[config.mk]
export PLATFORM = sky130hd
export DESIGN_NAME = i2c_transaction_queue_tracker_core
export DESIGN_NICKNAME = d
export VERILOG_FILES = /design/src/hw/rtl/i2ctq_pkg.sv /design/src/hw/rtl/i2ctq_front.sv /design/src/hw/rtl/i2ctq_back.sv /design/src/hw/rtl/i2c_transaction_queue_tracker_core.sv
export SDC_FILE = /design/constraint.sdc
export NUM_CORES = 2
export LEC_CHECK = 0
export BUFFER_PORTS_ARGS = -buffer_cell sky130_fd_sc_hd__buf_2
export CAP_MARGIN = 20
export CORE_MARGIN = 2
export CORE_UTILIZATION = 52
export CTS_CLUSTER_SIZE = 28
export DETAILED_ROUTE_END_ITERATION = 7
export GPL_ROUTABILITY_DRIVEN = 0
export PLACE_DENSITY = 0.77
export SETUP_SLACK_MARGIN = 0.15
export SLEW_MARGIN = 20
export SYNTH_ARGS = -nofsm -noshare
export SYNTH_HDL_FRONTEND = slang
export SYNTH_HIERARCHICAL = 1
export SYNTH_SLANG_ARGS = --single-unit
export TNS_END_PERCENT = 5
[constraint.sdc]
create_clock -name i_clk -period 8.1 [get_ports i_clk]
set_input_delay 0.405 -clock i_clk [delete_from_list [all_inputs] [get_ports i_clk]]
set_output_delay 0.405 -clock i_clk [all_outputs]
set_load 0.01 [all_outputs]
[src/hw/rtl/i2ctq_pkg.sv]
// ----------------------------------------------------------------------------
// I2C transaction queue tracker package
// Shared constants, codes and payload types of the tracker.
// ----------------------------------------------------------------------------
package i2ctq_pkg;

    localparam int QUEUE_DEPTH = 8;
    localparam int HIST_DEPTH  = 8;
    localparam int Q_IW = (QUEUE_DEPTH > 1) ? $clog2(QUEUE_DEPTH) : 1;
    localparam int Q_CW = $clog2(QUEUE_DEPTH + 1);
    localparam int H_IW = (HIST_DEPTH > 1) ? $clog2(HIST_DEPTH) : 1;
    localparam int H_CW = $clog2(HIST_DEPTH + 1);

    localparam logic [15:0] TIMEOUT_RESET = 16'd50;

    localparam logic [2:0] OPC_ENQUEUE  = 3'd0;
    localparam logic [2:0] OPC_SERVICE  = 3'd1;
    localparam logic [2:0] OPC_COMPLETE = 3'd2;
    localparam logic [2:0] OPC_QUERY    = 3'd3;
    localparam logic [2:0] OPC_CANCEL   = 3'd4;

    localparam logic [1:0] KIND_WRITE    = 2'd0;
    localparam logic [1:0] KIND_READ     = 2'd1;
    localparam logic [1:0] KIND_SET_READ = 2'd2;
    localparam logic [1:0] KIND_CONT     = 2'd3;

    localparam logic [2:0] STS_UNKNOWN = 3'd0;
    localparam logic [2:0] STS_PENDING = 3'd1;
    localparam logic [2:0] STS_ACTIVE  = 3'd2;
    localparam logic [2:0] STS_SUCCESS = 3'd3;
    localparam logic [2:0] STS_FAILED  = 3'd4;

    typedef enum logic [2:0] {
        OP_ENQ, OP_SVC, OP_CMP, OP_QRY, OP_CAN, OP_NOP
    } t_op;

    typedef enum logic [1:0] {
        FSM_IDLE, FSM_EXEC, FSM_CANCEL
    } t_fsm;

    typedef struct packed {
        logic [2:0]  opcode;
        logic [1:0]  kind;
        logic [6:0]  device_address;
        logic [7:0]  register_address;
        logic [7:0]  byte_count;
        logic [15:0] buffer_handle;
        logic [15:0] query_id;
        logic        bus_ok;
        logic [31:0] now_ms;
    } t_cmd_in;

    typedef struct packed {
        logic [15:0] accepted_id;
        logic        dispatch_valid;
        logic [15:0] dispatch_id;
        logic [1:0]  dispatch_kind;
        logic [6:0]  dispatch_address;
        logic [7:0]  dispatch_register;
        logic [7:0]  dispatch_count;
        logic [15:0] dispatch_handle;
        logic [2:0]  query_state;
    } t_result;

    typedef struct packed {
        logic [15:0] id;
        logic [1:0]  kind;
        logic [6:0]  addr;
        logic [7:0]  reg_byte;
        logic [7:0]  count;
        logic [15:0] handle;
    } t_entry;

    typedef struct packed {
        t_op         op;
        logic [1:0]  kind;
        logic [6:0]  addr;
        logic [7:0]  reg_byte;
        logic [7:0]  count;
        logic [15:0] handle;
        logic [15:0] qid;
        logic        ok;
        logic [31:0] now;
    } t_cmd;

    typedef struct packed {
        logic avail;
        t_cmd cmd;
    } t_link;

endpackage

[src/hw/rtl/i2ctq_front.sv]
// ----------------------------------------------------------------------------
// I2C transaction queue tracker front end
// Accepts commands, decodes the opcode and holds them in a two-entry queue.
// ----------------------------------------------------------------------------
module i2ctq_front (
    input  logic              i_clk,
    input  logic              i_rst_n,
    input  logic              start,
    output logic              busy,
    input  i2ctq_pkg::t_cmd_in i_cmd,
    input  logic              i_pop,
    output i2ctq_pkg::t_link  o_link
);
    import i2ctq_pkg::*;

    t_cmd       r_q [2];
    logic       r_wp;
    logic       r_rp;
    logic [1:0] r_cnt;
    logic       w_push;
    t_cmd       w_dec;

    always_comb begin
        w_dec.kind     = i_cmd.kind;
        w_dec.addr     = i_cmd.device_address;
        w_dec.reg_byte = i_cmd.register_address;
        w_dec.count    = i_cmd.byte_count;
        w_dec.handle   = i_cmd.buffer_handle;
        w_dec.qid      = i_cmd.query_id;
        w_dec.ok       = i_cmd.bus_ok;
        w_dec.now      = i_cmd.now_ms;
        unique case (i_cmd.opcode)
            OPC_ENQUEUE:  w_dec.op = OP_ENQ;
            OPC_SERVICE:  w_dec.op = OP_SVC;
            OPC_COMPLETE: w_dec.op = OP_CMP;
            OPC_QUERY:    w_dec.op = OP_QRY;
            OPC_CANCEL:   w_dec.op = OP_CAN;
            default:      w_dec.op = OP_NOP;
        endcase
    end

    assign busy   = (r_cnt == 2'd2);
    assign w_push = start && !busy;
    assign o_link.avail = (r_cnt != 2'd0);
    assign o_link.cmd   = r_q[r_rp];

    always_ff @(posedge i_clk) begin
        if (!i_rst_n) begin
            r_wp  <= 1'b0;
            r_rp  <= 1'b0;
            r_cnt <= 2'd0;
        end else begin
            if (w_push) begin
                r_q[r_wp] <= w_dec;
                r_wp      <= ~r_wp;
            end
            if (i_pop) begin
                r_rp <= ~r_rp;
            end
            r_cnt <= r_cnt + {1'b0, w_push} - {1'b0, i_pop};
        end
    end

endmodule

[src/hw/rtl/i2ctq_back.sv]
// ----------------------------------------------------------------------------
// I2C transaction queue tracker back end
// Executes decoded commands against the pending queue, the current
// transaction and the success and failure id histories.
// ----------------------------------------------------------------------------
module i2ctq_back (
    input  logic               i_clk,
    input  logic               i_rst_n,
    input  i2ctq_pkg::t_link   i_link,
    output logic               o_pop,
    input  logic               i_cfg_we,
    input  logic [15:0]        i_cfg_data,
    output logic               o_result_valid,
    output i2ctq_pkg::t_result o_result
);
    import i2ctq_pkg::*;

    t_fsm             r_state;
    t_fsm             n_state;
    t_cmd             r_cmd;
    logic [15:0]      r_timeout;
    t_entry           r_pend [QUEUE_DEPTH];
    logic [Q_CW-1:0]  r_pcnt;
    logic [Q_CW-1:0]  r_idx;
    t_entry           r_cur;
    logic [2:0]       r_status;
    logic [31:0]      r_start;
    logic [15:0]      r_next_id;
    logic [15:0]      r_succ [HIST_DEPTH];
    logic [H_CW-1:0]  r_scnt;
    logic [15:0]      r_fail [HIST_DEPTH];
    logic [H_CW-1:0]  r_fcnt;
    logic             r_res_valid;
    t_result          r_res;

    logic             w_emit;
    logic             w_retire;
    logic             w_disp;
    logic             w_enq_ok;
    logic [15:0]      w_id;
    logic [15:0]      w_id_inc;
    logic [15:0]      w_id_next;
    t_entry           w_new;
    logic [31:0]      w_elapsed;
    logic             w_scan_more;
    logic             w_hit_pend;
    logic             w_hit_succ;
    logic             w_hit_fail;
    logic [2:0]       w_qstate;
    t_result          w_res;

    assign w_scan_more = (r_idx < r_pcnt);

    // Next state
    always_comb begin
        n_state = r_state;
        unique case (r_state)
            FSM_IDLE:   if (i_link.avail) n_state = FSM_EXEC;
            FSM_EXEC:   n_state = (r_cmd.op == OP_CAN) ? FSM_CANCEL : FSM_IDLE;
            FSM_CANCEL: if (!w_scan_more) n_state = FSM_IDLE;
            default:    n_state = FSM_IDLE;
        endcase
    end

    // State outputs
    always_comb begin
        o_pop  = 1'b0;
        w_emit = 1'b0;
        unique case (r_state)
            FSM_IDLE:   o_pop  = i_link.avail;
            FSM_EXEC:   w_emit = (r_cmd.op != OP_CAN);
            FSM_CANCEL: w_emit = !w_scan_more;
            default: begin
                o_pop  = 1'b0;
                w_emit = 1'b0;
            end
        endcase
    end

    // Service: retire a finished or timed-out transaction, then dispatch.
    always_comb begin
        w_elapsed = r_cmd.now - r_start;
        w_retire  = (r_cur.id != 16'd0) &&
                    ((r_status == STS_SUCCESS) || (r_status == STS_FAILED) ||
                     ((r_status == STS_ACTIVE) && (w_elapsed > {16'd0, r_timeout})));
        w_disp    = (r_pcnt != '0) && ((r_cur.id == 16'd0) || w_retire);
    end

    // Enqueue: ids wrap and never take the value zero.
    always_comb begin
        w_enq_ok  = (r_pcnt < Q_CW'(QUEUE_DEPTH)) &&
                    ((r_cmd.kind == KIND_SET_READ) || (r_cmd.count != 8'd0));
        w_id      = (r_next_id == 16'd0) ? 16'd1 : r_next_id;
        w_id_inc  = w_id + 16'd1;
        w_id_next = (w_id_inc == 16'd0) ? 16'd1 : w_id_inc;
        w_new.id       = w_id;
        w_new.kind     = r_cmd.kind;
        w_new.addr     = r_cmd.addr;
        w_new.reg_byte = (r_cmd.kind == KIND_CONT) ? 8'd0 : r_cmd.reg_byte;
        w_new.count    = (r_cmd.kind == KIND_SET_READ) ? 8'd0 : r_cmd.count;
        w_new.handle   = (r_cmd.kind == KIND_SET_READ) ? 16'd0 : r_cmd.handle;
    end

    // Query looks at every live slot at once, in order of precedence.
    always_comb begin
        w_hit_pend = 1'b0;
        w_hit_succ = 1'b0;
        w_hit_fail = 1'b0;
        for (int k = 0; k < QUEUE_DEPTH; k++) begin
            if ((Q_CW'(k) < r_pcnt) && (r_pend[k].id == r_cmd.qid)) w_hit_pend = 1'b1;
        end
        for (int k = 0; k < HIST_DEPTH; k++) begin
            if ((H_CW'(k) < r_scnt) && (r_succ[k] == r_cmd.qid)) w_hit_succ = 1'b1;
            if ((H_CW'(k) < r_fcnt) && (r_fail[k] == r_cmd.qid)) w_hit_fail = 1'b1;
        end
        priority if (r_cmd.qid == 16'd0)  w_qstate = STS_UNKNOWN;
        else if (r_cur.id == r_cmd.qid)   w_qstate = r_status;
        else if (w_hit_pend)              w_qstate = STS_PENDING;
        else if (w_hit_succ)              w_qstate = STS_SUCCESS;
        else if (w_hit_fail)              w_qstate = STS_FAILED;
        else                              w_qstate = STS_UNKNOWN;
    end

    always_comb begin
        w_res = '0;
        if (r_state == FSM_EXEC) begin
            unique case (r_cmd.op)
                OP_ENQ: if (w_enq_ok) w_res.accepted_id = w_id;
                OP_SVC: if (w_disp) begin
                    w_res.dispatch_valid    = 1'b1;
                    w_res.dispatch_id       = r_pend[0].id;
                    w_res.dispatch_kind     = r_pend[0].kind;
                    w_res.dispatch_address  = r_pend[0].addr;
                    w_res.dispatch_register = r_pend[0].reg_byte;
                    w_res.dispatch_count    = r_pend[0].count;
                    w_res.dispatch_handle   = r_pend[0].handle;
                end
                OP_QRY: w_res.query_state = w_qstate;
                OP_CMP, OP_CAN, OP_NOP: w_res = '0;
                default: w_res = '0;
            endcase
        end
    end

    always_ff @(posedge i_clk) begin
        if (!i_rst_n) begin
            r_state     <= FSM_IDLE;
            r_timeout   <= TIMEOUT_RESET;
            r_pcnt      <= '0;
            r_idx       <= '0;
            r_cur       <= '0;
            r_status    <= STS_UNKNOWN;
            r_start     <= 32'd0;
            r_next_id   <= 16'd0;
            r_scnt      <= '0;
            r_fcnt      <= '0;
            r_res_valid <= 1'b0;
            r_res       <= '0;
        end else begin
            r_state     <= n_state;
            r_res_valid <= w_emit;
            if (w_emit) r_res <= w_res;
            if (i_cfg_we) r_timeout <= i_cfg_data;
            if (o_pop) r_cmd <= i_link.cmd;

            if (r_state == FSM_EXEC) begin
                unique case (r_cmd.op)
                    OP_ENQ: if (w_enq_ok) begin
                        r_pend[r_pcnt[Q_IW-1:0]] <= w_new;
                        r_pcnt    <= r_pcnt + 1'b1;
                        r_next_id <= w_id_next;
                    end
                    OP_SVC: begin
                        if (w_retire) begin
                            // A dispatch in the same cycle replaces the whole entry.
                            if (!w_disp) r_cur.id <= 16'd0;
                            if (r_status == STS_SUCCESS) begin
                                if (r_scnt == H_CW'(HIST_DEPTH)) begin
                                    for (int k = 0; k < HIST_DEPTH - 1; k++)
                                        r_succ[k] <= r_succ[k+1];
                                    r_succ[HIST_DEPTH-1] <= r_cur.id;
                                end else begin
                                    r_succ[r_scnt[H_IW-1:0]] <= r_cur.id;
                                    r_scnt <= r_scnt + 1'b1;
                                end
                            end else begin
                                if (r_fcnt == H_CW'(HIST_DEPTH)) begin
                                    for (int k = 0; k < HIST_DEPTH - 1; k++)
                                        r_fail[k] <= r_fail[k+1];
                                    r_fail[HIST_DEPTH-1] <= r_cur.id;
                                end else begin
                                    r_fail[r_fcnt[H_IW-1:0]] <= r_cur.id;
                                    r_fcnt <= r_fcnt + 1'b1;
                                end
                            end
                        end
                        if (w_disp) begin
                            r_cur <= r_pend[0];
                            for (int k = 0; k < QUEUE_DEPTH - 1; k++)
                                r_pend[k] <= r_pend[k+1];
                            r_pcnt   <= r_pcnt - 1'b1;
                            r_status <= STS_ACTIVE;
                            r_start  <= r_cmd.now;
                        end
                    end
                    OP_CMP: if ((r_cur.id != 16'd0) && (r_status == STS_ACTIVE)) begin
                        r_status <= r_cmd.ok ? STS_SUCCESS : STS_FAILED;
                    end
                    OP_CAN: r_idx <= '0;
                    OP_QRY, OP_NOP: ;
                    default: ;
                endcase
            end

            // Cancel walks the queue one slot a cycle; a match closes the gap.
            if ((r_state == FSM_CANCEL) && w_scan_more) begin
                if (r_pend[r_idx[Q_IW-1:0]].addr == r_cmd.addr) begin
                    for (int k = 0; k < QUEUE_DEPTH - 1; k++)
                        if (Q_CW'(k) >= r_idx) r_pend[k] <= r_pend[k+1];
                    r_pcnt <= r_pcnt - 1'b1;
                end else begin
                    r_idx <= r_idx + 1'b1;
                end
            end
        end
    end

    assign o_result_valid = r_res_valid;
    assign o_result       = r_res;

endmodule

[src/hw/rtl/i2c_transaction_queue_tracker_core.sv]
// ----------------------------------------------------------------------------
// I2C transaction queue tracker
// Command queue and status tracker for an I2C master.
// ----------------------------------------------------------------------------
// A result strobes once the command has passed the front queue, the back end
// command register and the result register; a cancel first walks the queue.
// The back end sequencer finishes one transaction before it takes the next;
// the two-entry command queue raises busy only when it is full.
// The result valid strobe is high for a single cycle and cannot be stalled.
// Synchronous reset empties the queue and histories and sets timeout to 50.
module i2c_transaction_queue_tracker_core (
    input  logic               i_clk,
    input  logic               i_rst_n,
    input  logic               start,
    output logic               busy,
    input  i2ctq_pkg::t_cmd_in i_cmd,
    input  logic               i_cfg_we,
    input  logic [15:0]        i_cfg_data,
    output logic               o_result_valid,
    output i2ctq_pkg::t_result o_result
);
    import i2ctq_pkg::*;

    t_link w_link;
    logic  w_pop;

    i2ctq_front u_front (
        .i_clk   (i_clk),
        .i_rst_n (i_rst_n),
        .start   (start),
        .busy    (busy),
        .i_cmd   (i_cmd),
        .i_pop   (w_pop),
        .o_link  (w_link)
    );

    i2ctq_back u_back (
        .i_clk          (i_clk),
        .i_rst_n        (i_rst_n),
        .i_link         (w_link),
        .o_pop          (w_pop),
        .i_cfg_we       (i_cfg_we),
        .i_cfg_data     (i_cfg_data),
        .o_result_valid (o_result_valid),
        .o_result       (o_result)
    );

endmodule

==> results.py <==
metrics = {
    "setup_path": {
        "reg2reg_slack_ps": 1000,
        "max_stage_delay_ps": 830,
        "cp_slowest_cell": "a21oi_4",
        "crit_buf_inv": 2,
        "crit_chain": "ha_1 -> and2_1 -> a221oi_2 -> a211oi_2 -> o21ai_1 -> nand2_1 -> xor2_1 -> ha_1 -> nand4_1 -> nor3_1 -> a21boi_0 -> o31ai_1 -> o2111a_1 -> nand3_1 -> or4_4 -> nor4_4 -> or3_2 -> a21oi_4 -> buf_4 -> o21bai_4 -> buf_4",
        "cp-start-kind": "flop",
        "critPathRequiredTime_ps": 8420,
        "path_max_fanout": 57,
        "path_class": "flop to flop",
        "critical_path.top_delay_family": "compound AO/OA/AOI/OAI gates",
        "worstPathArrival_ps": 7420,
        "end_kind": "flop",
    },
    "synth": {
        "ys_seq_area_share_pct": 60.5,
        "yosys.area.top_type": "edfxtp_1",
        "synthTopCellsByArea": "edfxtp_1, mux2_2, dfxtp_1",
        "yosys_register_bits": 1175,
        "yosysWarnings": 6,
        "synth_common_cells": "edfxtp_1, mux2_2, xnor2_1",
        "synthFlopType": "edfxtp_1",
        "synth_top_area_share_pct": 53.8,
        "avgSynthCellArea_sq_um": 14.6,
        "syn_area_sq_um": 55300,
        "synth_edf_count": 991,
        "yosysMostFrequentCell": "edfxtp_1",
        "ys_types": 86,
        "synth_async_sr_flop_share_pct": 0,
        "syn-num-nets": 3960,
        "syn_inst": 3781,
    },
    "timing": {
        "fin_hold_ws_ps": 52.0,
        "fin_setup_tns_ps": 0,
        "setup_violations": 0,
        "worst_pin_slew_ps": 1120,
        "max_freq_mhz": 141,
        "final.period_utilization_pct": 87.7,
        "period_needed_ps": 7100,
        "slew_viol_final": 0,
        "rsz0062_at_grt": "no",
        "setup_slack_ps": 998,
        "relSlewSlack_pct": 25.5,
        "hold_viol": 0,
        "fin_worst_skew_ps": 35.0,
    },
    "grt": {
        "antenna_found_initial": 0,
        "grt_max_degree": 70,
        "grt_pass1_vias": 32400,
        "grtUsageTotal_pct": 23.3,
        "grt_remaining_overflow": 0,
        "grt_first_pass_wirelength_um": 196000,
    },
    "placed_design": {
        "dp_hpwl_um": 79800,
        "port_buffers": 191,
        "place_worst_setup_slack_ps": 1140,
    },
    "cts": {
        "cts_root_buffer": "clkbuf_16",
        "htree_levels": 3,
        "clkSlewWorstSetupHoldPaths_ps": 70,
        "cts_buffers": 119,
        "clock-sinks": 1175,
        "ctsResizeCount": 0,
        "clk_path_buf_depth": 3,
        "clock_latency_ps": 720,
        "tritoncts": "built",
    },
    "power": {
        "leakage_nw": 22.0,
        "combPwrFrac_pct": 15.1,
        "p_clk_share_pct": 37.9,
        "switchingPower_mw": 3.74,
        "p_total_mw": 14.9,
        "ir_worst_vdd_mv": 0.215,
        "netSwitchingFraction_pct": 25.0,
        "p_int_mw": 11.2,
        "power.density_nw_per_um2": 239,
        "p_seq_share_pct": 47.0,
    },
    "floorplanning": {
        "die_area_sq_um": 109000,
        "start_util_pct": 52.4,
        "coreArea_sq_um": 105000,
        "num_io_pins": 192,
        "die_y_um": 330,
        "rows": 119,
        "die_w_um": 330,
    },
    "finish": {
        "n_antenna_cell": 0,
        "fillerInstances": 7897,
        "finalCoreUtilization_pct": 59.3,
        "drive_gt1_share_pct": 29.5,
        "syn_to_final_growth_pct": 13.0,
        "final_nets": 4163,
        "multi_input_area_sq_um": 20300,
        "regArea_sq_um": 33400,
    },
    "flow_run": {
        "maxCapViolCount": 0,
    },
    "hold_path": {
        "hold_path_class": "primary input to flop",
    },
    "drt": {
        "drt_wl_total_um": 128000,
        "vias": 32000,
        "drt-initial-drc-count": 2871,
        "first_pass_iters": 7,
        "vias_per_cell": 5.83,
        "wl_per_cell_um": 23.4,
        "ant_nets": 0,
        "drc": 6,
    },
    "outcome": {
        "violations": "design-rule violations",
        "outcome": "finished, violations left",
    },
}
[stage by stage]
stage / cells / instance area [sq um]
3_3_place_gp: 5144 / 57300
6_report: 5481 / 62500
2_1_floorplan: 3781 / 55300
4_1_cts: 5480 / 62500
3_5_place_dp: 5145 / 57300
5_1_grt: 5481 / 62500
[flip-flops by register name, summed over array words and instances (netlist names), 32 cells and up, named ones only]
signal and count:
u_back/o_result 77, u_front/r_q 186, u_back/r_cmd 93, u_back/r_pend 456
u_back/r_start 32, u_back/r_fail 128, u_back/r_succ 128
[worst reg2reg max path: stages (launching register included)]
cell,delay [ps]
edfxtp_1,400
ha_1,370
and2_1,190
a221oi_2,380
a211oi_2,150
o21ai_1,240
nand2_1,100
xor2_1,150
ha_1,310
nand4_1,160
nor3_1,300
a21boi_0,310
o31ai_1,140
o2111a_1,130
nand3_1,70
or4_4,150
nor4_4,60
or3_2,670
a21oi_4,840
buf_4,600
o21bai_4,260
buf_4,700
[layout by cell type (no fill, tap or decap), types with 9 or more instances in the layout]
| master | count |
|---|---|
| clkbuf_1 | 32 |
| mux2i_1 | 59 |
| o21ai_1 | 16 |
| a22o_1 | 73 |
| bufinv_16 | 14 |
| ha_1 | 65 |
| and2_1 | 48 |
| nand4_1 | 85 |
| xnor2_1 | 237 |
| edfxtp_1 | 991 |
| nor2_1 | 122 |
| mux2_2 | 481 |
| buf_4 | 77 |
| a21oi_1 | 80 |
| clkbuf_16 | 122 |
| dlygate4sd3_1 | 108 |
| o211ai_1 | 12 |
| mux4_2 | 14 |
| clkbuf_8 | 12 |
| buf_2 | 191 |
| clkinv_1 | 18 |
| nand2b_1 | 10 |
| nor4_1 | 64 |
| nand3_1 | 58 |
| clkinv_2 | 17 |
| a31oi_1 | 9 |
| inv_1 | 78 |
| and3_1 | 14 |
| mux2_4 | 206 |
| nor3_1 | 27 |
| mux2_1 | 30 |
| nand2_1 | 105 |
| dfxtp_1 | 183 |
| o21ai_0 | 32 |
| xor2_1 | 211 |
[repair_timing]
item | CTS | global route
buffers inserted | 0 | 0
endpoints found under the hold margin | 200 | 0
hold buffers | 108 | 0
[cell type report]
cell class | count | area share, %
clock buffer | 166 | 5.34
clock inverter | 61 | 1.14
inverter | 81 | 0.491
multi-input combinational | 2229 | 32.5
sequential | 1175 | 53.5
tap | 1391 | 2.79
timing repair buffer | 378 | 4.25
[logic make-up after synthesis]
family | synth area share [%]
flip-flops | 60.5
XOR/XNOR | 7.10
multiplexers | 17.6
adder cells (fa/ha/maj) | 1.51
AND/OR/NAND/NOR | 5.82
buffers and inverters | 3.14
AO/OA/AOI/OAI | 4.27
[final timing paths]
path | from | end | cells after the start
hold reg to reg | u_back/o_result[60] | u_back/o_result[60] | 1
setup reg to reg | u_back/r_cmd[4] | u_back/r_pend[3][39] | 21
setup / recovery | u_back/r_cmd[4] | u_back/r_pend[3][39] | 21
hold / removal | start | u_front/r_wp | 3
[power groups by stage]
stage / Combinational [mW] / Sequential [mW] / Clock (mW)
floorplan: 1.70 / 7.07 / 0
global placement: 2.12 / 7.14 / 0
detailed placement: 2.18 / 7.15 / 0
CTS: 2.24 / 7.02 / 5.75
global route: 2.44 / 7.04 / 5.99
finish: 2.26 / 7.02 / 5.66
[metal layers]
layer | global-route usage (%) | vias up | wire, um
li1 | - | 14500 | -
met1 | 32.7 | 16000 | 55500
met2 | 38.0 | 1236 | 60500
met3 | 3.34 | 200 | 8950
met4 | 6.77 | 0 | 3020
met5 | 0 | - | 0
No activity file was read; power rests on OpenSTA's default activity.
